File: src/hw/rtl/pcld_pkg.sv
// Shared types, constants and reason codes for the prologue cut-length decoder.
// Used by the lane decoder, the boundary walker and the top level.
`default_nettype none
package pcld_pkg;

    localparam int IN_BYTES     = 16;
    localparam int WINDOW_BYTES = 16;
    localparam int NEED_MAX     = 12;
    localparam int LANES        = NEED_MAX;
    localparam int LANE_IDX_W   = $clog2(LANES);
    localparam int LEN_W        = 4;
    localparam int CUT_W        = 5;
    localparam int REASON_W     = 4;
    localparam int MIN_CUT_W    = 4;
    localparam int OUT_DATA_W   = 16;
    localparam int APB_ADDR_W   = 3;
    localparam int APB_DATA_W   = 32;

    localparam logic [0:0] REG_MIN_CUT = 1'b0;
    localparam logic [MIN_CUT_W-1:0] MIN_CUT_RESET = 4'd12;

    localparam logic [REASON_W-1:0] REASON_OK           = 4'd0;
    localparam logic [REASON_W-1:0] REASON_REL_CALL_JMP = 4'd1;
    localparam logic [REASON_W-1:0] REASON_JMP_REL8     = 4'd2;
    localparam logic [REASON_W-1:0] REASON_JCC_REL8     = 4'd3;
    localparam logic [REASON_W-1:0] REASON_JCC_REL32    = 4'd4;
    localparam logic [REASON_W-1:0] REASON_MOV_RSP      = 4'd5;
    localparam logic [REASON_W-1:0] REASON_LEA_RIP      = 4'd6;
    localparam logic [REASON_W-1:0] REASON_RIP_MEM      = 4'd7;
    localparam logic [REASON_W-1:0] REASON_UNKNOWN      = 4'd8;

    typedef struct packed {
        logic [REASON_W-1:0] reason;
        logic [LEN_W-1:0]    len;
    } lane_res_t;

endpackage
`default_nettype wire

File: src/hw/rtl/pcld_lane.sv
// One lane: decodes the instruction that starts at a fixed offset of the window.
// Depends on pcld_pkg for the reason codes and the lane result type.
`default_nettype none
module pcld_lane (
    input  wire logic [7:0]         b0,
    input  wire logic [7:0]         b1,
    input  wire logic [7:0]         b2,
    output pcld_pkg::lane_res_t     res
);
    import pcld_pkg::*;

    logic       rex;
    logic [7:0] op;
    logic [7:0] m;
    logic [7:0] mm;
    logic [3:0] mlen;

    assign rex = (b0[7:4] == 4'h4);
    assign op  = rex ? b1 : b0;
    assign m   = rex ? b2 : b1;
    assign mm  = m & 8'hC7;

    always_comb begin
        mlen = 4'd2 + {3'd0, (m[2:0] == 3'd4)};
        if (m[7:6] == 2'd1) begin
            mlen = mlen + 4'd1;
        end else if (m[7:6] == 2'd2) begin
            mlen = mlen + 4'd4;
        end
    end

    always_comb begin
        res.reason = REASON_OK;
        res.len    = '0;
        if (op == 8'hE8 || op == 8'hE9) begin
            res.reason = REASON_REL_CALL_JMP;
        end else if (op == 8'hEB) begin
            res.reason = REASON_JMP_REL8;
        end else if (op[7:4] == 4'h7) begin
            res.reason = REASON_JCC_REL8;
        end else if (op == 8'h0F && m[7:4] == 4'h8) begin
            res.reason = REASON_JCC_REL32;
        end else if (rex && op == 8'h8B && mm == 8'hC4) begin
            res.reason = REASON_MOV_RSP;
        end else if (rex && op == 8'h8D && mm == 8'h05) begin
            res.reason = REASON_LEA_RIP;
        end else if ((op == 8'h89 || op == 8'h8B) && mm == 8'h05) begin
            res.reason = REASON_RIP_MEM;
        end else if (op[7:3] == 5'b01010) begin
            res.len = 4'd1 + {3'd0, rex};
        end else if (op == 8'h89 || op == 8'h8B) begin
            res.len = mlen + {3'd0, rex};
        end else if (op == 8'h83) begin
            res.len = 4'd3 + {3'd0, rex};
        end else if (op == 8'h81) begin
            res.len = 4'd6 + {3'd0, rex};
        end else if (op == 8'hC7) begin
            res.len = mlen + 4'd4 + {3'd0, rex};
        end else begin
            res.reason = REASON_UNKNOWN;
        end
    end

endmodule
`default_nettype wire

File: src/hw/rtl/pcld_walker.sv
// Merging stage: holds the lane results of one beat and walks the boundaries,
// one instruction per cycle, into the output register. Depends on pcld_pkg.
`default_nettype none
module pcld_walker (
    input  wire logic                                    aclk,
    input  wire logic                                    aresetn,
    input  wire logic                                    start,
    input  wire logic [pcld_pkg::MIN_CUT_W-1:0]          need_in,
    input  wire pcld_pkg::lane_res_t [pcld_pkg::LANES-1:0] lane_in,
    output logic                                         in_ready,
    output logic                                         out_valid,
    input  wire logic                                    out_ready,
    output logic [pcld_pkg::CUT_W-1:0]                   out_cut,
    output logic [pcld_pkg::REASON_W-1:0]                out_reason
);
    import pcld_pkg::*;

    lane_res_t [LANES-1:0]  lanes_reg;
    logic [MIN_CUT_W-1:0]   need_reg;
    logic [CUT_W-1:0]       pos_reg;
    logic [CUT_W-1:0]       pos_next;
    logic                   busy_reg;
    logic                   out_valid_reg;
    logic [CUT_W-1:0]       cut_reg;
    logic [REASON_W-1:0]    reason_reg;
    lane_res_t              cur;
    logic                   done;
    logic                   out_free;

    assign cur      = lanes_reg[pos_reg[LANE_IDX_W-1:0]];
    assign pos_next = pos_reg + {{(CUT_W-LEN_W){1'b0}}, cur.len};
    assign done     = (cur.reason != REASON_OK) ||
                      (pos_next >= {{(CUT_W-MIN_CUT_W){1'b0}}, need_reg});
    assign out_free = !out_valid_reg || out_ready;

    always_ff @(posedge aclk) begin
        if (!aresetn) begin
            busy_reg      <= 1'b0;
            out_valid_reg <= 1'b0;
            pos_reg       <= '0;
        end else begin
            if (busy_reg && done && out_free) begin
                out_valid_reg <= 1'b1;
            end else if (out_ready) begin
                out_valid_reg <= 1'b0;
            end
            if (busy_reg) begin
                if (done) begin
                    if (out_free) begin
                        busy_reg <= 1'b0;
                    end
                end else begin
                    pos_reg <= pos_next;
                end
            end else if (start) begin
                busy_reg <= 1'b1;
                pos_reg  <= '0;
            end
        end
    end

    always_ff @(posedge aclk) begin
        if (!busy_reg && start) begin
            lanes_reg <= lane_in;
            need_reg  <= need_in;
        end
        if (busy_reg && done && out_free) begin
            reason_reg <= cur.reason;
            cut_reg    <= (cur.reason != REASON_OK) ? '0 : pos_next;
        end
    end

    assign in_ready   = !busy_reg;
    assign out_valid  = out_valid_reg;
    assign out_cut    = cut_reg;
    assign out_reason = reason_reg;

endmodule
`default_nettype wire

File: src/hw/rtl/prologue_cut_length_decoder_top.sv
// Top level of the prologue cut-length decoder: stream ports, APB register,
// one lane decoder per start offset and the boundary walker. Depends on pcld_pkg.
//
// Each input beat carries the first sixteen bytes of a function prologue. Twelve
// lane decoders size the instruction at each start offset from 0 to 11 in the cycle
// the beat is taken; the walker then follows the boundaries one instruction per
// cycle. The walker takes no new beat until it has handed the result of the last
// one over, which it does only once the output register is free or being emptied,
// and the register holds it until the downstream side takes it. The minimum cut
// length register is decoded at byte addresses 0 to 3; a value of 0 acts as 1 and
// values above 12 act as 12.
`default_nettype none
module prologue_cut_length_decoder_top #(
    parameter int WINDOW_BYTES = pcld_pkg::WINDOW_BYTES
) (
    input  wire logic                               aclk,
    input  wire logic                               aresetn,
    input  wire logic                               s_tvalid,
    output logic                                    s_tready,
    // bytes_low [63:0], bytes_high [127:64]
    input  wire logic [8*pcld_pkg::IN_BYTES-1:0]    s_tdata,
    output logic                                    m_tvalid,
    input  wire logic                               m_tready,
    // cut_length [4:0], refuse_reason [8:5], zero [15:9]
    output logic [pcld_pkg::OUT_DATA_W-1:0]         m_tdata,
    input  wire logic                               psel,
    input  wire logic                               penable,
    input  wire logic                               pwrite,
    input  wire logic [pcld_pkg::APB_ADDR_W-1:0]    paddr,
    input  wire logic [pcld_pkg::APB_DATA_W-1:0]    pwdata,
    output logic [pcld_pkg::APB_DATA_W-1:0]         prdata,
    output logic                                    pready
);
    import pcld_pkg::*;

    logic [MIN_CUT_W-1:0]    min_cut_reg;
    logic [MIN_CUT_W-1:0]    need;
    lane_res_t [LANES-1:0]   lane_res;
    logic [CUT_W-1:0]        cut;
    logic [REASON_W-1:0]     reason;
    logic                    reg_sel;

    assign pready  = 1'b1;
    assign reg_sel = (paddr[APB_ADDR_W-1] == REG_MIN_CUT);

    always_ff @(posedge aclk) begin
        if (!aresetn) begin
            min_cut_reg <= MIN_CUT_RESET;
        end else if (psel && penable && pwrite && pready && reg_sel) begin
            min_cut_reg <= pwdata[MIN_CUT_W-1:0];
        end
    end

    assign prdata = reg_sel ? {{(APB_DATA_W-MIN_CUT_W){1'b0}}, min_cut_reg} : '0;

    always_comb begin
        need = min_cut_reg;
        if (min_cut_reg == '0) begin
            need = MIN_CUT_W'(1);
        end else if (min_cut_reg > MIN_CUT_W'(NEED_MAX)) begin
            need = MIN_CUT_W'(NEED_MAX);
        end
    end

    for (genvar k = 0; k < LANES; k++) begin : g_lane
        logic [7:0] win [3];
        for (genvar j = 0; j < 3; j++) begin : g_byte
            localparam int Idx = k + j;
            if (Idx < WINDOW_BYTES && Idx < IN_BYTES) begin : g_in
                assign win[j] = s_tdata[8*Idx +: 8];
            end else begin : g_zero
                assign win[j] = 8'h00;
            end
        end
        pcld_lane u_lane (
            .b0  (win[0]),
            .b1  (win[1]),
            .b2  (win[2]),
            .res (lane_res[k])
        );
    end

    pcld_walker u_walker (
        .aclk       (aclk),
        .aresetn    (aresetn),
        .start      (s_tvalid && s_tready),
        .need_in    (need),
        .lane_in    (lane_res),
        .in_ready   (s_tready),
        .out_valid  (m_tvalid),
        .out_ready  (m_tready),
        .out_cut    (cut),
        .out_reason (reason)
    );

    assign m_tdata = {{(OUT_DATA_W-CUT_W-REASON_W){1'b0}}, reason, cut};

endmodule
`default_nettype wire

File: config.mk
export PLATFORM = sky130hd
export DESIGN_NAME = prologue_cut_length_decoder_top
export DESIGN_NICKNAME = d
export VERILOG_FILES = /design/src/hw/rtl/pcld_pkg.sv /design/src/hw/rtl/pcld_lane.sv /design/src/hw/rtl/pcld_walker.sv /design/src/hw/rtl/prologue_cut_length_decoder_top.sv
export SDC_FILE = /design/constraint.sdc
export NUM_CORES = 1
export LEC_CHECK = 0
export BUFFER_PORTS_ARGS = -buffer_cell sky130_fd_sc_hd__buf_2
export CORE_ASPECT_RATIO = 0.5
export CORE_UTILIZATION = 50
export DETAILED_ROUTE_END_ITERATION = 6
export GPL_ROUTABILITY_DRIVEN = 0
export PLACE_DENSITY = 0.68
export SETUP_SLACK_MARGIN = 0.1
export SLEW_MARGIN = 15
export SYNTH_ARGS = -nofsm -noshare
export SYNTH_HDL_FRONTEND = slang
export SYNTH_SLANG_ARGS = --single-unit
File: constraint.sdc
create_clock -name aclk -period 4.7 [get_ports aclk]
set_clock_uncertainty 0.15 [all_clocks]
set_input_delay 0.47 -clock aclk [delete_from_list [all_inputs] [get_ports aclk]]
set_output_delay 0.47 -clock aclk [all_outputs]
set_load 0.02 [all_outputs]
==> key figures <==
Power
  • LEAKAGE: 5.67 nW
  • Overall Power: 0.00336 W
  • Pwr dens: 230 mW/mm^2
  • Peak VDD IR: 0.288 mV

Clock network
  • Clk slew on worst S/H paths: 0.05 ns
  • CTS hold repair buffers: 0
  • Max clock buf depth: 2
  • Num CTS Buffers: 17
  • # H-tree levels: 4
  • Root cell of the clock tree: clkbuf_16
  • TritonCTS clock tree: done
  • Worst-Skew Late Latency: 0.41 ns
  • Clock sink count: 120
  • Setup repair bufs after CTS: 0
  • Resize count post-CTS: 0

Yosys
  • FFs w/ async S/R, synth: 0%
  • Netlist cell types: 98
  • Ys Warns: 0
  • Sequential share of the synthesized area: 26.2%
  • Top cell type's share of synthesized area: 24.5%
  • Synth Area in XOR/XNOR: 0.919%
  • Mux share of post-synthesis cell area: 10.4%
  • Synth Area in Simple Gates: 29.6%
  • Most frequent cell after synthesis: nand2_1
  • Cells after synthesis: 1573
  • Post-synth EDFFs: 109
  • Adder-cell share of the synthesized area: 6.08%
  • Main combinational cell family by area after synthesis: simple AND/OR/NAND/NOR gates
  • Post-synth top cells: nand2_1 (175), edfxtp_1 (109), nor2_1 (83)
  • Cell taking the most area after synthesis: edfxtp_1
  • Synth top area cells: edfxtp_1 (25%), nand2_1 (4.9%), mux2i_1 (4.7%)
  • Synth Register Bits: 120
  • Netlist area before placement: 0.0133 sq mm
  • Post-synthesis compound-gate area fraction: 19.2%
  • Syn Area/Cell: 8.48 sq um
  • Most used flip-flop cell after synthesis: edfxtp_1

Routing
  • Antenna Nets Post-Route: 0
  • Vias per cell: 6.54
  • Vias: 13040
  • DR iter-0 viols: 1365
  • Residual DRC: 0
  • Drt total wl: 38.4 mm
  • DR WL/cell: 19.3 um
  • Pre-antenna DRT Iters: 6

Floorplanning
  • Row Count: 41
  • Die Ht: 117 um
  • Core box area: 0.0257 sq mm
  • Ports: 221
  • Die width: 233 um
  • Initial Utilization: 51.9%
  • Die ar.: 0.0274 sq mm

GRT
  • GR met1 Demand/Resource: 40.3%
  • Met3 Use GR: 2.93%
  • Largest net degree at the start of global routing: 52
  • Gr busiest metal: met2
  • Global-route wire length before repair: 62.0 mm
  • Initial antenna violation count: 0
  • Vias in the first global route: 11921
  • GRT Total Usage: 27.6%
  • Gr ovfl total: 0
  • Met2 Use GR: 44.1%

Critical path
  • CP Launch Type: flop
  • Worst Setup End Kind: flop
  • Worst Path Required: 4.67 ns
  • CP Max Fanout: 15
  • Critical path class: flop to flop
  • Data arrival, critical path: 4.10 ns
  • R2r worst-path depth: 11

Run
  • Max-Cap Viols: 0

STA
  • Hold_ws: 0.135 ns
  • Minimum clock period: 4.13 ns
  • Slew @ Worst Pin: 0.947 ns
  • RSZ-0062 raised after global routing: false
  • Finish-stage setup viols: 0
  • Fmax: 0.242 GHz
  • Final setup TNS: 0 ns
  • Fin. max-slew vios: 0
  • Final period utilization: 87.9%
  • Final number of hold-violating endpoints: 0
  • Slew headroom: 36.0%

Final layout
  • Share of cells above drive strength 1: 16.4%
  • Max FFs per register: 96
  • Nets: 1863
  • Area growth syn-to-layout: 9.66%
  • Antenna cells: 0

Placement
  • Post-DP HPWL: 29.3 mm
  • Port Buf Inserts: 137

Min path
  • Hold depth: 3
  • Min-delay worst type: primary input to flop

Status
  • Status: completed
[layer usage]
metal | routed length, um | vias to the layer above
li1 | - | 6018
met1 | 17300 | 6298
met2 | 17700 | 673
met3 | 2920 | 51
met4 | 439 | 0
met5 | 0 | -
[cells in the final DEF, fill, tap and decap left out, types with 14 or more instances in the layout]
cell / instances
nand2b_1: 35
and2_1: 18
inv_1: 60
nor2b_1: 53
nor4b_1: 14
edfxtp_1: 109
nor4bb_1: 23
a21oi_1: 68
mux4_2: 24
o21ai_0: 77
nand3_1: 55
nor3_1: 35
ha_1: 44
buf_4: 14
nor3b_1: 32
nor2_1: 83
a31oi_1: 29
a211oi_1: 27
nor4_1: 29
nand2_1: 175
mux2_2: 15
nand4_1: 29
mux2i_1: 62
conb_1: 36
a21boi_0: 16
buf_2: 137
clkbuf_16: 17
[area by class of cell]
type | count | area, sq um
repair buffers | 151 | 791
well taps | 344 | 430
flip-flops and latches | 120 | 3490
clock inverters | 15 | 226
multi-input cells | 1274 | 8970
inverters | 72 | 283
fillers | 2350 | 11100
clock buffers | 17 | 425
[power by group]
| part | switching [W] | total, W | leakage, nW | internal (W) |
|---|---|---|---|---|
| Combinational | 0.000455 | 0.000687 | 4.22 | 0.000232 |
| Clock | 0.000473 | 0.00141 | 0.311 | 0.000942 |
| Sequential | 0.0000224 | 0.00126 | 1.14 | 0.00123 |
| Total | 0.000950 | 0.00336 | 5.67 | 0.00241 |
[cells by family after synthesis]
group,after synthesis
AO/OA/AOI/OAI,373
XOR/XNOR,14
AND/OR/NAND/NOR,690
flip-flops,120
other,2
multiplexers,104
buffers and inverters,213
adder cells (fa/ha/maj),57
[through the flow]
step	cells	worst slack (ns)	area [sq um]	util, %
after global placement	1961	0.680	14000	54.4
after CTS	1993	0.544	14600	56.9
final	1993	0.569	14600	56.9
after detailed placement	1961	0.564	14000	54.4
after global routing	1993	0.297	14600	56.9
after floorplan	1607	0.401	13500	-
[worst paths after layout]
check / from / slack [ns] / end
worst min register to register: u_walker.pos_reg[4]$_SDFFE_PN0P_ / 0.37 / u_walker.pos_reg[4]$_SDFFE_PN0P_
worst max-delay path: u_walker.pos_reg[0]$_SDFFE_PN0P_ / 0.57 / u_walker.out_reason[2]$_DFFE_PP_
worst min-delay path: pwdata[3] / 0.13 / min_cut_reg[3]$_SDFFE_PN1P_
worst max register to register: u_walker.pos_reg[0]$_SDFFE_PN0P_ / 0.57 / u_walker.out_reason[2]$_DFFE_PP_
[critical path, cell delays in order (launching register included)]
cell and delay, ns:
dfxtp_2 0.63, mux4_2 0.61, mux2i_1 0.15, o21ai_0 0.10, ha_1 0.24, fa_1 0.52, ha_1 0.32, a21o_1 0.16
a21o_1 0.18, a211oi_1 0.32, nand2_1 0.15, and3_1 0.34
Power figures use the tool's default switching activity.
